`src/gmsd_pkg.sv`:
```
// shared types, constants and helper functions of the grid min-steps block
package gmsd_pkg;

    localparam int MAX_COLS = 1024;
    localparam int MAX_ROWS = 1024;
    localparam int COL_W    = $clog2(MAX_COLS);
    localparam int ROW_W    = $clog2(MAX_ROWS);
    localparam int STEP_W   = 11;
    localparam int CFG_W    = 11;
    localparam int ADDR_W   = 3;

    localparam logic [STEP_W-1:0] STEP_MAX = {STEP_W{1'b1}};

    // register indexes on the configuration port
    localparam logic REG_GRID_ROWS = 1'b0;
    localparam logic REG_GRID_COLS = 1'b1;

    // one classified cell on its way from the front to the back
    typedef struct packed {
        logic             open;
        logic             row_first;
        logic             col_first;
        logic             last;
        logic [COL_W-1:0] col;
    } cell_item_t;

    // grid size register to last row index, zero read as one, large values clamped
    function automatic logic [ROW_W-1:0] rows_last(input logic [CFG_W-1:0] v);
        logic [ROW_W-1:0] r;
        if (v == '0)
            r = '0;
        else if (32'(v) > MAX_ROWS)
            r = ROW_W'(MAX_ROWS - 1);
        else
            r = ROW_W'(v - 1'b1);
        return r;
    endfunction

    // grid size register to last column index
    function automatic logic [COL_W-1:0] cols_last(input logic [CFG_W-1:0] v);
        logic [COL_W-1:0] r;
        if (v == '0)
            r = '0;
        else if (32'(v) > MAX_COLS)
            r = COL_W'(MAX_COLS - 1);
        else
            r = COL_W'(v - 1'b1);
        return r;
    endfunction

    // smaller of two step counts, zero meaning unreachable
    function automatic logic [STEP_W-1:0] min_reach(input logic [STEP_W-1:0] a,
                                                    input logic [STEP_W-1:0] b);
        logic [STEP_W-1:0] r;
        if (a == '0)
            r = b;
        else if (b == '0)
            r = a;
        else if (a < b)
            r = a;
        else
            r = b;
        return r;
    endfunction

endpackage

```
`src/gmsd_front.sv`:
```
// front end: accepts cell requests, tracks the raster position and classifies each cell
module gmsd_front (
    input  logic                       clk,
    input  logic                       rst_n,
    input  logic                       restart,
    input  logic [gmsd_pkg::ROW_W-1:0] rows_m1,
    input  logic [gmsd_pkg::COL_W-1:0] cols_m1,
    input  logic                       cell_valid,
    output logic                       cell_stall,
    input  logic                       cell_open,
    output logic                       push,
    output gmsd_pkg::cell_item_t       push_item,
    input  logic                       queue_full
);

    logic [gmsd_pkg::ROW_W-1:0] row_reg, row_next;
    logic [gmsd_pkg::COL_W-1:0] col_reg, col_next;
    logic                       at_row_end;
    logic                       at_col_end;

    assign cell_stall = queue_full;
    assign push       = cell_valid && !queue_full;

    assign at_row_end = (row_reg == rows_m1);
    assign at_col_end = (col_reg == cols_m1);

    // classify the cell at the current position
    always_comb
    begin
        push_item.open      = cell_open;
        push_item.row_first = (row_reg == '0);
        push_item.col_first = (col_reg == '0);
        push_item.last      = at_row_end && at_col_end;
        push_item.col       = col_reg;
    end

    // raster position of the next cell, wrapping at the grid end
    always_comb
    begin
        row_next = row_reg;
        col_next = col_reg;
        if (restart)
        begin
            row_next = '0;
            col_next = '0;
        end
        else if (push)
        begin
            if (at_col_end)
            begin
                col_next = '0;
                row_next = at_row_end ? '0 : row_reg + 1'b1;
            end
            else
            begin
                col_next = col_reg + 1'b1;
            end
        end
    end

    always_ff @(posedge clk or negedge rst_n)
    begin
        if (!rst_n)
        begin
            row_reg <= '0;
            col_reg <= '0;
        end
        else
        begin
            row_reg <= row_next;
            col_reg <= col_next;
        end
    end

endmodule

```
`config.mk`:
```
export PLATFORM = sky130hd
export DESIGN_NAME = gmsd_front
export DESIGN_NICKNAME = d
export VERILOG_FILES = /design/src/gmsd_pkg.sv /design/src/gmsd_front.sv
export SDC_FILE = /design/constraint.sdc
export NUM_CORES = 1
export LEC_CHECK = 0
export BUFFER_PORTS_ARGS = -buffer_cell sky130_fd_sc_hd__buf_4
export CAP_MARGIN = 20
export CORE_MARGIN = 4
export CORE_UTILIZATION = 35
export DETAILED_ROUTE_END_ITERATION = 6
export PLACE_DENSITY = 0.7
export SLEW_MARGIN = 0
export SYNTH_ARGS = -nofsm -noshare
export SYNTH_HDL_FRONTEND = slang
export SYNTH_SLANG_ARGS = --single-unit
```
`constraint.sdc`:
```
create_clock -name clk -period 2.6 [get_ports clk]
set_input_delay 0.13 -clock clk [delete_from_list [all_inputs] [get_ports clk]]
set_output_delay 0.13 -clock clk [all_outputs]
set_load 0.1 [all_outputs]
```
==> impl_metrics.json <==
{
  "fp.coreArea_mm2": 0.00397,
  "synth_cell_types": 42,
  "die_y_um": 72.0,
  "routed_wl_mm": 3.48,
  "final.min_clock_period_ns": 2.21,
  "hold_depth": 2,
  "vias": 1282,
  "synth_area_mm2": 0.00144,
  "worstMarginPinSlew_ns": 0.912,
  "via_per_inst": 5.19,
  "antenna-diode-count": 0,
  "setup-tns-final_ns": 0,
  "dpl_cell_area_mm2": 0.00178,
  "ant_nets": 0,
  "cts_buffer_depth": 2,
  "synth_area_leader_cell": "dfrtp_1",
  "overflow": 0,
  "yosys.area.top_type_share_pct": 34.9,
  "grt_max_degree": 21,
  "cts-buffers-inserted": 3,
  "synth.ff_latch_count": 20,
  "drv_slew": 0,
  "hp-class": "primary input to register",
  "slew_headroom_pct": 38.4,
  "max_freq_ghz": 0.452,
  "finalSetupViolCount": 0,
  "syn_inst": 161,
  "gp_congestion": 0.790,
  "worstPathArrival_ns": 2.08,
  "worst_setup_path_end_kind": "primary output",
  "postCtsHoldBufs": 1,
  "drt-pass1-iter-count": 4,
  "layoutNonFillerInstCount": 247,
  "dp_hpwl_mm": 2.72,
  "cts_max_level": 1,
  "ir_drop_mv": 0.134,
  "rsz0062_at_grt": "false",
  "syn_to_final_growth_pct": 27.6,
  "critPathLaunchType": "register",
  "ctsResizeCount": 0,
  "setup.worst_path.class": "register to primary output",
  "run_status": "complete, no violations",
  "yosys-top-cells-area": "dfrtp_1 (35%), xor2_1 (13%), nor2_1 (4.2%)",
  "max-cap-violations": 0,
  "power_density_mw_per_mm2": 352,
  "cts_tree": "built",
  "die-width_um": 72.0,
  "clock-sinks": 20,
  "fill_cells": 396,
  "nets": 229,
  "whs_endpoint": "col_reg[2]",
  "seq_area_frac_synth_pct": 34.9,
  "syn_avg_cell_area_um2": 8.91,
  "drc_errors": 0,
  "antenna_found_initial": 0,
  "grt_pass1_vias": 1235,
  "syn_nets": 191,
  "hold_violations": 0,
  "rr_worst_depth": 5,
  "std_cell_rows": 23,
  "period_share_pct": 85.1,
  "timing.rr.start": "col_reg[4]",
  "post_drt_wl_per_cell_um": 14.1,
  "critical_path_required_ns": 2.47,
  "pin_count": 42,
  "clock_skew_ns": 0.00266,
  "placed_cells": 243,
  "path_clk_slew_ns": 0.07,
  "postCtsSetupBuffers": 0,
  "cts-root-buf": "clkbuf_8",
  "fp.dieArea_mm2": 0.00519,
  "start_util_pct": 36.1,
  "drt_iter0_drc": 57,
  "track_usage_pct": 14.1,
  "stdcell_area_mm2": 0.00183,
  "io_buffers": 39,
  "grt_pass1_wl_mm": 5.88,
  "yosys_warnings": 0,
  "drive_above_1_share_pct": 27.4,
  "worstSkewPairLatency_ns": 0.26,
  "cp_max_fo": 6,
  "r2r_end": "row_reg[6]",
  "hold_path.startpoint": "restart",
  "leakagePower_nw": 0.826,
  "r2r_slack_ns": 0.43
}
==> worst max-delay path by stage <==
| stage | start | end | slack, ns | depth (start not counted) |
|---|---|---|---|---|
| floorplan | col_reg[3] | push_item[11] | 0.07 | 4 |
| global placement | col_reg[4] | row_reg[6] | 0.54 | 5 |
| detailed placement | col_reg[4] | row_reg[6] | 0.48 | 5 |
| CTS | row_reg[5] | push_item[10] | 0.40 | 5 |
| global route | col_reg[4] | row_reg[6] | 0.22 | 5 |
| finish | row_reg[5] | push_item[10] | 0.39 | 5 |
==> stage by stage <==
stage          utilization (%)  power, mW  hold slack [ns]  setup WS (ns)
4_1_cts                   46.1      0.650           0.0877          0.399
3_3_place_gp              44.8      0.444           0.0285          0.543
6_report                  46.1      0.643           0.0933          0.387
2_1_floorplan                -      0.400           -0.166         0.0731
5_1_grt                   46.1      0.672           0.0951          0.221
3_5_place_dp              44.8      0.445           0.0285          0.478
==> placed cells by master (no fill, tap or decap), drive strengths merged, types with 3 or more instances in the layout <==
cell | synthesis | routed
a21oi | 7 | 7
a22oi | 4 | 4
buf | 7 | 40
clkbuf | 1 | 3
dfrtp | 20 | 20
ha | 4 | 4
inv | 12 | 12
nand2 | 11 | 11
nand3 | 10 | 10
nor2 | 16 | 16
nor4 | 7 | 7
o21ai | 3 | 3
o22ai | 4 | 4
o31ai | 3 | 3
xnor2 | 6 | 6
xor2 | 21 | 21
==> cells in the mapped netlist, drive strengths merged <==
cell and instances:
a21oi 7, a22oi 4, a31oi 2, a41oi 1, and2 2, and3 1
buf 7, clkbuf 1, clkinv 1, dfrtp 20, ha 4, inv 12
nand2 11, nand2b 2, nand3 10, nand3b 2, nand4 2, nand4b 1
nor2 16, nor2b 1, nor3 1, nor4 7, nor4b 1, o2111ai 1
o211ai 1, o21a 1, o21ai 3, o21bai 1, o22ai 4, o31ai 3
o41ai 1, or2 2, or3 1, xnor2 6, xor2 21
==> area by class of cell <==
type | instances | area (um^2) | share of cell area, %
multi-input combinational | 120 | 867 | 47.4
sequential | 20 | 500 | 27.3
timing repair buffer | 41 | 310 | 17.0
tap | 50 | 62.6 | 3.42
inverter | 13 | 48.8 | 2.67
clock buffer | 3 | 41.3 | 2.26
==> critical path: stages, from the launching register on <==
cell,delay (ns)
dfrtp_1,0.47
xor2_1,0.20
nor4_1,0.51
nand3_1,0.23
nor2_4,0.11
buf_4,0.29
==> power breakdown <==
group          total (mW)  internal [mW]  switching [mW]
registers           0.315          0.312         0.00247
clock network       0.205          0.103           0.102
logic               0.124         0.0457          0.0780
==> logic make-up (layout without fill, tap and decap cells) <==
logic type | after synthesis | count (layout) | synth area share (%)
DFF | 20 | 20 | 34.9
xor gates and xnor gates | 27 | 27 | 16.5
AOI/OAI and AO/OA | 29 | 29 | 14.1
buffers and inverters | 21 | 57 | 7.32
and+or+nand+nor | 60 | 60 | 23.7
adders and majority gates | 4 | 4 | 3.49
==> layer usage <==
layer  GRT usage (%)  vias up  wire length [um]
met5               0        -                 0
met4            4.38        0                40
met3            1.80        4               128
met2            22.9       28              1740
met1            19.6      618              1570
li1                -      632                 -
(Power assumes the default switching activity.)
