$ cat src/gmsd_pkg.sv
// shared types, constants and helper functions of the grid min-steps block
package gmsd_pkg;

    localparam int MAX_COLS = 1024;
    localparam int MAX_ROWS = 1024;
    localparam int COL_W    = $clog2(MAX_COLS);
    localparam int ROW_W    = $clog2(MAX_ROWS);
    localparam int STEP_W   = 11;
    localparam int CFG_W    = 11;
    localparam int ADDR_W   = 3;

    localparam logic [STEP_W-1:0] STEP_MAX = {STEP_W{1'b1}};

    // register indexes on the configuration port
    localparam logic REG_GRID_ROWS = 1'b0;
    localparam logic REG_GRID_COLS = 1'b1;

    // one classified cell on its way from the front to the back
    typedef struct packed {
        logic             open;
        logic             row_first;
        logic             col_first;
        logic             last;
        logic [COL_W-1:0] col;
    } cell_item_t;

    // grid size register to last row index, zero read as one, large values clamped
    function automatic logic [ROW_W-1:0] rows_last(input logic [CFG_W-1:0] v);
        logic [ROW_W-1:0] r;
        if (v == '0)
            r = '0;
        else if (32'(v) > MAX_ROWS)
            r = ROW_W'(MAX_ROWS - 1);
        else
            r = ROW_W'(v - 1'b1);
        return r;
    endfunction

    // grid size register to last column index
    function automatic logic [COL_W-1:0] cols_last(input logic [CFG_W-1:0] v);
        logic [COL_W-1:0] r;
        if (v == '0)
            r = '0;
        else if (32'(v) > MAX_COLS)
            r = COL_W'(MAX_COLS - 1);
        else
            r = COL_W'(v - 1'b1);
        return r;
    endfunction

    // smaller of two step counts, zero meaning unreachable
    function automatic logic [STEP_W-1:0] min_reach(input logic [STEP_W-1:0] a,
                                                    input logic [STEP_W-1:0] b);
        logic [STEP_W-1:0] r;
        if (a == '0)
            r = b;
        else if (b == '0)
            r = a;
        else if (a < b)
            r = a;
        else
            r = b;
        return r;
    endfunction

endpackage

$ cat src/gmsd_queue.sv
// two-entry queue of classified cells between the front and the back
module gmsd_queue (
    input  logic                 clk,
    input  logic                 rst_n,
    input  logic                 push,
    input  gmsd_pkg::cell_item_t push_item,
    output logic                 full,
    input  logic                 pop,
    output logic                 head_valid,
    output gmsd_pkg::cell_item_t head_item
);

    gmsd_pkg::cell_item_t entry_reg [2];
    logic                 wr_ptr_reg, wr_ptr_next;
    logic                 rd_ptr_reg, rd_ptr_next;
    logic [1:0]           count_reg, count_next;

    assign full       = (count_reg == 2'd2);
    assign head_valid = (count_reg != 2'd0);
    assign head_item  = entry_reg[rd_ptr_reg];

    // pointer and fill count update
    always_comb
    begin
        wr_ptr_next = push ? ~wr_ptr_reg : wr_ptr_reg;
        rd_ptr_next = pop ? ~rd_ptr_reg : rd_ptr_reg;
        count_next  = count_reg;
        if (push && !pop)
            count_next = count_reg + 1'b1;
        else if (pop && !push)
            count_next = count_reg - 1'b1;
    end

    always_ff @(posedge clk or negedge rst_n)
    begin
        if (!rst_n)
        begin
            wr_ptr_reg <= 1'b0;
            rd_ptr_reg <= 1'b0;
            count_reg  <= '0;
        end
        else
        begin
            wr_ptr_reg <= wr_ptr_next;
            rd_ptr_reg <= rd_ptr_next;
            count_reg  <= count_next;
        end
    end

    // queue storage
    always_ff @(posedge clk)
    begin
        if (push)
            entry_reg[wr_ptr_reg] <= push_item;
    end

endmodule

$ cat config.mk
export PLATFORM = sky130hd
export DESIGN_NAME = gmsd_queue
export DESIGN_NICKNAME = d
export VERILOG_FILES = /design/src/gmsd_pkg.sv /design/src/gmsd_queue.sv
export SDC_FILE = /design/constraint.sdc
export NUM_CORES = 1
export LEC_CHECK = 0
export BUFFER_PORTS_ARGS = -buffer_cell sky130_fd_sc_hd__buf_2
export CAP_MARGIN = 10
export CORE_AREA = 3 3 51 53
export CTS_BUF_LIST = sky130_fd_sc_hd__clkbuf_2
export DETAILED_ROUTE_END_ITERATION = 8
export DIE_AREA = 0 0 54 56
export PLACE_DENSITY_LB_ADDON = 0.25
export SYNTH_ARGS = -nofsm -noshare
export SYNTH_HDL_FRONTEND = slang
export SYNTH_SLANG_ARGS = --single-unit
$ cat constraint.sdc
create_clock -name clk -period 3.72 [get_ports clk]
set_clock_uncertainty 0.1 [all_clocks]
set_input_delay 0.186 -clock clk [delete_from_list [all_inputs] [get_ports clk]]
set_output_delay 0.186 -clock clk [all_outputs]
set_load 0.01 [all_outputs]
==> flow_metrics.env, run 1 <==
export IMPL_grtUsageTotal_pct=16.7
export IMPL_largest_reg_flops=28
export IMPL_htree_levels=2
export IMPL_clk_path_buf_depth=2
export IMPL_pwr_share_comb_pct=31.8
export IMPL_finalHoldViolCount=0
export IMPL_reg2regPathDepth=2
export IMPL_path_depth=2
export IMPL_crit_fanout=15
export IMPL_finalCriticalPeriod_ps=2080
export IMPL_path_delay_family="flip-flops"
export IMPL_cellLeakagePower_nw=0.683
export IMPL_cp_startpoint="rd_ptr_reg"
export IMPL_cts_sinks=32
export IMPL_grt_max_degree=16
export IMPL_setup_viol=0
export IMPL_drt_initial_drc_count=8
export IMPL_syn_mean_instance_area_sq_um=20.9
export IMPL_yosysSeqAreaShare_pct=75.1
export IMPL_rows=17
export IMPL_path_buf_inv=1
export IMPL_seq_power_share_pct=54.0
export IMPL_synth_async_sr_flop_share_pct=12.5
export IMPL_worst_slew_pin_slew_ps=802
export IMPL_tns_ps=0
export IMPL_clock_power_share_pct=14.2
export IMPL_cts_resized=0
export IMPL_viasPerCell=4.85
export IMPL_nets=135
export IMPL_cell_internal_pwr_w=0.000718
export IMPL_grt_pass1_vias=746
export IMPL_clock_latency_ps=330
export IMPL_final_antenna_net_count=0
export IMPL_n_antenna_cell=0
export IMPL_final_max_slew_viol_count=0
export IMPL_firstDrtPassIters=4
export IMPL_arrival_ps=1800
export IMPL_die_h_um=56
export IMPL_synthesis_area_sq_um=1250
export IMPL_num_vias=698
export IMPL_floorplan_die_area_sq_um=3020
export IMPL_r2r_end="entry_reg[0][5]"
export IMPL_status="finished clean"
export IMPL_r2r_start="wr_ptr_reg"
export IMPL_drt_wl_total_um=2140
export IMPL_clk_pin_slew_ps=140
export IMPL_fill_cells=139
export IMPL_critPathKind="reg -> out"
export IMPL_maxCapViolations=0
export IMPL_critPathCaptureType="output pin"
export IMPL_crit_path_top_delay_cell="dfrtp_1"
export IMPL_max_freq_mhz=480
export IMPL_syn_inst=60
export IMPL_area_growth_pct=30.5
export IMPL_synthesis_nets=79
export IMPL_synth_edf_count=28
export IMPL_rsz0062_at_grt="false"
export IMPL_slew_limit_headroom_pct=46.5
export IMPL_endpoint="head_item[8]"
export IMPL_final_cell_mix="buf_2, edfxtp_1, dlygate4sd3_1, mux2_4, clkbuf_2"
export IMPL_antenna_found_initial=0
export IMPL_path_cells="mux2_2 -> buf_2"
export IMPL_synth_flop_cell="edfxtp_1"
export IMPL_crit_required_ps=3430
export IMPL_synth_cell_types=14
export IMPL_critPathLaunchType="flop"
export IMPL_drc=0
export IMPL_io_pins=34
export IMPL_swShare_pct=29.9
export IMPL_overflow=0
export IMPL_power_density_nw_per_um2=627
export IMPL_p_sw_w=0.000307
export IMPL_critPathMaxStageDelay_ps=890
export IMPL_yosysWarnings=0
export IMPL_final_common_cell="buf_2"
export IMPL_core_area_sq_um=2190
export IMPL_initial_utilization_pct=57.2
export IMPL_ff2ff_setup_slack_ps=2150
export IMPL_wl_per_cell_um=14.9
export IMPL_peakVddDrop_uv=401
export IMPL_numCtsBuffers=5
export IMPL_cts_root_buf="clkbuf_2"
export IMPL_hp_class="in -> async"
export IMPL_min_period_over_period_pct=55.9
export IMPL_port_buffer_count=33
export IMPL_ys_ff_latch=32
export IMPL_place_congestion=0.657
export IMPL_grt_pass1_wl_um=3330
export IMPL_die_x_um=54
export IMPL_cts_tree="yes"
export IMPL_p_total_w=0.00103
export IMPL_drive_gt1_share_pct=48.3
-- stage by stage --
stage	cells	setup WS [ps]	util, %	hold slack (ps)	instance area, sq um
floorplan	60	2180	-	-210	1250
global placement	120	2030	65.2	-105	1430
detailed placement	120	2020	65.2	-99.7	1430
CTS	144	1600	74.6	35.2	1630
global route	144	1510	74.6	38.5	1630
finish	144	1640	74.6	82.2	1630
-- cells by family after synthesis --
kind of cell	after synthesis	synth area share, %
DFF	32	75.1
muxes	14	15.3
xor gates and xnor gates	5	3.50
and+or+nand+nor	5	2.30
buffers and inverters	3	2.80
adders and majority gates	1	0.999
-- synth_stat cells, types with 2 or more instances --
cell type,n,area (sq um)
mux2_2,5,56.3
dfrtp_1,4,100
mux2_4,9,135
nor2b_1,2,12.5
xor2_1,4,35.0
edfxtp_1,28,841
-- per-layer routing --
metal / part of all wire, % / vias up / track usage [%]
met5: 0 / - / 0
met4: 1.4 / 0 / 7.47
met3: 5.9 / 4 / 8.85
met2: 54 / 28 / 26.3
met1: 39 / 332 / 18.1
li1: - / 334 / -
-- layout make-up --
type	count	area [sq um]	area share (%)
Clock buffer	6	30.0	1.84
Clock inverter	1	5.00	0.306
Inverter	1	3.75	0.230
Multi-Input combinational cell	25	277	16.9
Sequential cell	32	941	57.6
Tap cell	28	35.0	2.14
Timing Repair Buffer	51	343	21.0
-- power groups by stage --
stage                     registers (W)  logic, W  clock network [W]
after floorplan                0.000515  0.000275                  0
after global placement         0.000556  0.000310                  0
after detailed placement       0.000564  0.000314                  0
after CTS                      0.000555  0.000330           0.000148
after global routing           0.000565  0.000354           0.000168
final                          0.000553  0.000326           0.000146
-- how the worst min path moves through the flow --
stage                      from            to  slack (ps)  cells past startpoint
after global placement    rst_n  count_reg[1]        -100                      1
after CTS                 rst_n  count_reg[1]          40                      2
after detailed placement  rst_n  count_reg[1]        -100                      1
after floorplan           rst_n  count_reg[0]        -210                      0
after global routing      rst_n  count_reg[1]          40                      2
final                     rst_n    rd_ptr_reg          80                      2
-- repair_timing --
action / 4_1_cts / 5_1_grt
endpoints found under the hold margin: 34 / 0
buffers inserted: 0 / 0
hold buffers: 17 / 0
Note: power is estimated with default switching activity, not from simulation.
==> run 2, diff against run 1 <==
--- a/config.mk
+++ b/config.mk
@@ -7,10 +7,10 @@
 export LEC_CHECK = 0
 export BUFFER_PORTS_ARGS = -buffer_cell sky130_fd_sc_hd__buf_2
 export CAP_MARGIN = 10
-export CORE_AREA = 3 3 51 53
+export CORE_AREA = 3 3 56 58
 export CTS_BUF_LIST = sky130_fd_sc_hd__clkbuf_2
 export DETAILED_ROUTE_END_ITERATION = 8
-export DIE_AREA = 0 0 54 56
+export DIE_AREA = 0 0 59 61
 export PLACE_DENSITY_LB_ADDON = 0.25
 export SYNTH_ARGS = -nofsm -noshare
 export SYNTH_HDL_FRONTEND = slang
==> constraint.sdc (replaced) <==
create_clock -name clk -period 1.9 [get_ports clk]
set_clock_uncertainty 0.1 [all_clocks]
set_input_delay 0.095 -clock clk [delete_from_list [all_inputs] [get_ports clk]]
set_output_delay 0.095 -clock clk [all_outputs]
set_load 0.01 [all_outputs]
==> run 2 against run 1 <==
Effect of this change: die area is 19% higher; final cell count is 6.3% higher; largest cell class unchanged; critical path depth is 1 higher; power is 100% higher; design area is 2.9% higher; via count is 2.7% higher; flip-flop and latch count stayed put; wire length is 3.5% lower; worst hold slack better by 280 ps; first-iteration DRC count is 88% higher; setup slack worse by 1300 ps.
==> flow_metrics.env, run 2 (synthesized netlist as in run 1, its figures left out) <==
export IMPL_status="finished clean"
export IMPL_setup_viol=0
export IMPL_crit_required_ps=1700
export IMPL_worst_slew_pin_slew_ps=351
export IMPL_fin_hold_ws_ps=366
export IMPL_ff2ff_setup_slack_ps=530
export IMPL_final_cell_mix="buf_2, edfxtp_1, dlygate4sd3_1, mux2_4, clkbuf_2"
export IMPL_nets=140
export IMPL_cts_resized=0
export IMPL_htree_levels=2
export IMPL_critPathCaptureType="output pin"
export IMPL_critPathLaunchType="flop"
export IMPL_dp_cells=127
export IMPL_reg2regPathDepth=2
export IMPL_clk_pin_slew_ps=150
export IMPL_power_density_nw_per_um2=1220
export IMPL_fill_cells=225
export IMPL_r2r_end="entry_reg[1][1]"
export IMPL_drive_gt1_share_pct=49.2
export IMPL_drc=0
export IMPL_finalHoldViolCount=0
export IMPL_final_max_slew_viol_count=0
export IMPL_critPathKind="reg -> out"
export IMPL_place_congestion=0.640
export IMPL_ctsHoldBuffers=18
export IMPL_cellLeakagePower_nw=0.709
export IMPL_slew_limit_headroom_pct=76.6
export IMPL_holdPathStages=2
export IMPL_cts_sinks=32
export IMPL_hp_class="in -> reg"
export IMPL_n_antenna_cell=0
export IMPL_final_antenna_net_count=0
export IMPL_grt_pass1_vias=748
export IMPL_crit_path_top_delay_cell="dfrtp_1"
export IMPL_min_period_over_period_pct=82.0
export IMPL_io_pins=34
export IMPL_initial_utilization_pct=46.2
export IMPL_drt_initial_drc_count=15
export IMPL_peakVddDrop_uv=746
export IMPL_r2r_start="wr_ptr_reg"
export IMPL_cts_root_buf="clkbuf_2"
export IMPL_die_x_um=59
export IMPL_antenna_found_initial=0
export IMPL_grtUsageTotal_pct=13.3
export IMPL_maxCapViolations=0
export IMPL_max_freq_mhz=641
export IMPL_largest_reg_flops=28
export IMPL_rsz0062_at_grt="false"
export IMPL_port_buffer_count=33
export IMPL_tns_ps=0
export IMPL_post_cts_buffers=0
export IMPL_overflow=0
export IMPL_final_common_cell="buf_2"
export IMPL_fin_cells=153
export IMPL_floorplan_die_area_sq_um=3600
export IMPL_min_to="entry_reg[0][8]"
export IMPL_grt_max_degree=10
export IMPL_firstDrtPassIters=3
export IMPL_area_growth_pct=34.3
export IMPL_numCtsBuffers=5
export IMPL_path_cells="buf_4 -> mux2_4 -> buf_2"
export IMPL_viasPerCell=4.69
export IMPL_clk_path_buf_depth=2
export IMPL_drt_wl_total_um=2070
export IMPL_cts_tree="yes"
export IMPL_core_area_sq_um=2710
export IMPL_holdCritStartpoint="push_item[8]"
export IMPL_grt_pass1_wl_um=3290
export IMPL_finalCriticalPeriod_ps=1560
export IMPL_arrival_ps=1360
export IMPL_post_route_util_pct=62.0
export IMPL_rows=19
export IMPL_crit_fanout=8
export IMPL_clock_latency_ps=330
export IMPL_die_h_um=61
export IMPL_num_vias=717
export IMPL_critPathMaxStageDelay_ps=400
export IMPL_wl_per_cell_um=13.5
[run 2: metrics by stage]
stage | power, W | worst slack, ps | cell area, sq um
finish | 0.00206 | 341 | 1680
global route | 0.00219 | 245 | 1680
CTS | 0.00210 | 294 | 1680
detailed placement | 0.00176 | 524 | 1460
global placement | 0.00174 | 563 | 1460
floorplan | 0.00155 | 363 | 1250
[run 2: routing by layer]
layer	track usage [%]	wire length, um	up-vias
li1	-	-	346
met1	13.1	761	346
met2	23.8	1170	19
met3	4.47	92	6
met4	8.74	42	0
met5	0	0	-
[run 2: final cells by class]
type,instances,area [sq um],area share [%]
inverters,1,3.75,0.223
clock inverters,1,3.75,0.223
repair buffers,56,383,22.8
well taps,31,38.8,2.31
flip-flops and latches,32,941,56.0
multi-input cells,25,277,16.4
clock buffers,7,35.0,2.08
[run 2: worst max path at each step]
stage	end	slack, ps	depth (start not counted)	from
floorplan	entry_reg[0][0]	360	1	wr_ptr_reg
CTS	head_item[9]	290	3	rd_ptr_reg
finish	head_item[9]	340	3	rd_ptr_reg
global placement	entry_reg[1][1]	560	2	wr_ptr_reg
detailed placement	entry_reg[1][10]	520	2	wr_ptr_reg
global route	head_item[13]	240	3	rd_ptr_reg
[run 2: worst max-delay path: cells and delay by family (launching register included)]
family	cells	cell delay, ps
buffers and inverters	2	330
DFF	1	400
muxes	1	310
[run 2: report_power, final]
group / internal [W] / leakage, nW / switching, W
clock network: 0.0000988 / 0.0306 / 0.000203
logic: 0.000412 / 0.369 / 0.000338
registers: 0.000944 / 0.309 / 0.0000633
==> run 3, diff against run 2 <==
--- a/config.mk
+++ b/config.mk
@@ -7,10 +7,10 @@
 export LEC_CHECK = 0
 export BUFFER_PORTS_ARGS = -buffer_cell sky130_fd_sc_hd__buf_2
 export CAP_MARGIN = 10
-export CORE_AREA = 3 3 56 58
+export CORE_AREA = 3 3 53 55
 export CTS_BUF_LIST = sky130_fd_sc_hd__clkbuf_2
 export DETAILED_ROUTE_END_ITERATION = 8
-export DIE_AREA = 0 0 59 61
+export DIE_AREA = 0 0 56 58
 export PLACE_DENSITY_LB_ADDON = 0.25
 export SYNTH_ARGS = -nofsm -noshare
 export SYNTH_HDL_FRONTEND = slang
==> constraint.sdc (replaced) <==
create_clock -name clk -period 1.5 [get_ports clk]
set_clock_uncertainty 0.1 [all_clocks]
set_input_delay 0.075 -clock clk [delete_from_list [all_inputs] [get_ports clk]]
set_output_delay 0.075 -clock clk [all_outputs]
set_load 0.01 [all_outputs]
==> run 3 against run 2 <==
Effect of this change: the run now ends with negative setup slack left; wire length rose by 12%; count of clock-buffer cells in the layout did not move; utilization rose by 13 points; first-iteration DRC count did not move; power rose by 46%; via count rose by 3.1%; combinational power rose by 79%; worst hold slack got worse by 25 ps; flip-flop and latch count did not move; global-route usage rose by 3.2 points; sequential power rose by 27%; setup slack got worse by 390 ps; critical endpoint is now head_item[5].
==> flow_metrics.env, run 3 (synthesized netlist as in run 1, its figures left out) <==
export IMPL_rows=18
export IMPL_io_pins=34
export IMPL_final_cell_mix="edfxtp_1, buf_2, dlygate4sd3_1, buf_6, mux2_4"
export IMPL_port_buffer_count=33
export IMPL_worst_slew_pin_slew_ps=198
export IMPL_critPathMaxStageDelay_ps=460
export IMPL_final_antenna_net_count=0
export IMPL_path_common_cell="buf_6"
export IMPL_ff2ff_setup_slack_ps=330
export IMPL_hpwl_um=1440
export IMPL_cellLeakagePower_nw=0.783
export IMPL_max_freq_mhz=647
export IMPL_drive_gt1_share_pct=52.4
export IMPL_drc=0
export IMPL_cts_root_buf="clkbuf_2"
export IMPL_grt_max_degree=10
export IMPL_arrival_ps=1370
export IMPL_status="finished, violations left"
export IMPL_final_common_cell="edfxtp_1"
export IMPL_die_h_um=58
export IMPL_core_area_sq_um=2430
export IMPL_drt_initial_drc_count=15
export IMPL_antenna_found_initial=0
export IMPL_failed_checks="negative setup slack"
export IMPL_clk_path_buf_depth=2
export IMPL_post_route_util_pct=75.3
export IMPL_rsz0062_at_grt="true"
export IMPL_grt_pass1_wl_um=3810
export IMPL_numCtsBuffers=5
export IMPL_initial_utilization_pct=51.5
export IMPL_final_area_sq_um=1830
export IMPL_crit_required_ps=1320
export IMPL_overflow=0
export IMPL_num_vias=739
export IMPL_maxCapViolations=0
export IMPL_place_congestion=0.598
export IMPL_die_x_um=56
export IMPL_htree_levels=2
export IMPL_largest_reg_flops=28
export IMPL_finalHoldViolCount=0
export IMPL_n_antenna_cell=0
export IMPL_drt_wl_total_um=2310
export IMPL_floorplan_die_area_sq_um=3250
export IMPL_grt_pass1_vias=872
export IMPL_wl_per_cell_um=14.8
export IMPL_worst_slack_ps=-44.7
export IMPL_crit_fanout=5
export IMPL_min_period_over_period_pct=103
export IMPL_hp_class="in -> reg"
export IMPL_firstDrtPassIters=3
export IMPL_holdPathStages=2
export IMPL_clock_latency_ps=340
export IMPL_path_delay_family="flip-flops"
export IMPL_critPathKind="reg -> out"
export IMPL_finalCriticalPeriod_ps=1540
export IMPL_grtUsageTotal_pct=16.5
export IMPL_placed_area_sq_um=1470
export IMPL_nets=144
export IMPL_fin_hold_ws_ps=340
export IMPL_path_depth=3
export IMPL_cts_tree="yes"
export IMPL_clk_pin_slew_ps=140
export IMPL_reg2regPathDepth=4
export IMPL_tns_ps=-541
export IMPL_critPathCaptureType="output pin"
export IMPL_p_total_w=0.00301
export IMPL_peakVddDrop_uv=1150
export IMPL_slew_limit_headroom_pct=86.7
export IMPL_path_cells="buf_6 -> mux2_4 -> buf_6"
export IMPL_area_growth_pct=46.3
export IMPL_fill_cells=159
export IMPL_path_buf_inv=2
export IMPL_viasPerCell=4.74
export IMPL_crit_path_top_delay_cell="dfrtp_2"
export IMPL_critPathLaunchType="flop"
export IMPL_power_density_nw_per_um2=1640
export IMPL_setup_viol=14
export IMPL_cts_sinks=32
export IMPL_final_max_slew_viol_count=0
-- run 3: cell types whose count changed in the layout (fill, tap and decap cells not counted), sizes merged --
| cell | previous run | this run |
|---|---|---|
| buf | 38 | 42 |
-- run 3: final timing paths --
check | start | to
worst min-delay path | push_item[11] | entry_reg[0][11]
min in group asynchronous | rst_n | wr_ptr_reg
max in group asynchronous | rst_n | rd_ptr_reg
worst max-delay path | rd_ptr_reg | head_item[5]
worst min register to register | count_reg[1] | count_reg[1]
worst max register to register | count_reg[0] | count_reg[1]
-- run 3: worst register-to-register path, stage by stage, from the launching register on --
cell and delay (ps):
dfrtp_1 410, buf_4 150, xor2_1 150, nor2_1 140, xor2_1 160
-- run 3: routing by layer --
metal / share of wire (%) / up-vias / wire length (um) / track usage (%)
met5: 0 / - / 0 / 0
met4: 2.6 / 0 / 60 / 11.9
met3: 4.2 / 8 / 97 / 4.90
met2: 57 / 22 / 1320 / 30.9
met1: 36 / 355 / 829 / 15.0
li1: - / 354 / - / -
-- run 3: layout make-up --
class	instances	area, sq um	area share [%]
Clock inverter	1	3.75	0.205
Tap cell	30	37.5	2.05
Sequential cell	32	942	51.4
Multi-Input combinational cell	25	298	16.3
Clock buffer	7	35.0	1.91
Inverter	1	3.75	0.205
Timing Repair Buffer	60	512	27.9
-- run 3: power by group --
part           switching [W]  total [W]  internal (W)
Combinational       0.000522    0.00134      0.000820
Clock               0.000256   0.000380      0.000125
Sequential         0.0000861    0.00128       0.00120
Total               0.000864    0.00301       0.00214
-- run 3: what timing repair did --
item | in CTS | in global routing
setup endpoints to repair | 14 | 15
hold buffers | 18 | 0
resized for setup | 23 | 1
pin swaps | 0 | 0
hold endpoints to repair | 35 | 0
cloned | 1 | 0
buffers inserted | 1 | 1
-- run 3: through the flow --
| stage | worst slack (ps) | std cells |
|---|---|---|
| 2_1_floorplan | 211 | 60 |
| 6_report | -44.7 | 156 |
| 3_5_place_dp | 280 | 127 |
| 3_3_place_gp | 302 | 127 |
| 4_1_cts | -86.8 | 155 |
| 5_1_grt | -130 | 156 |
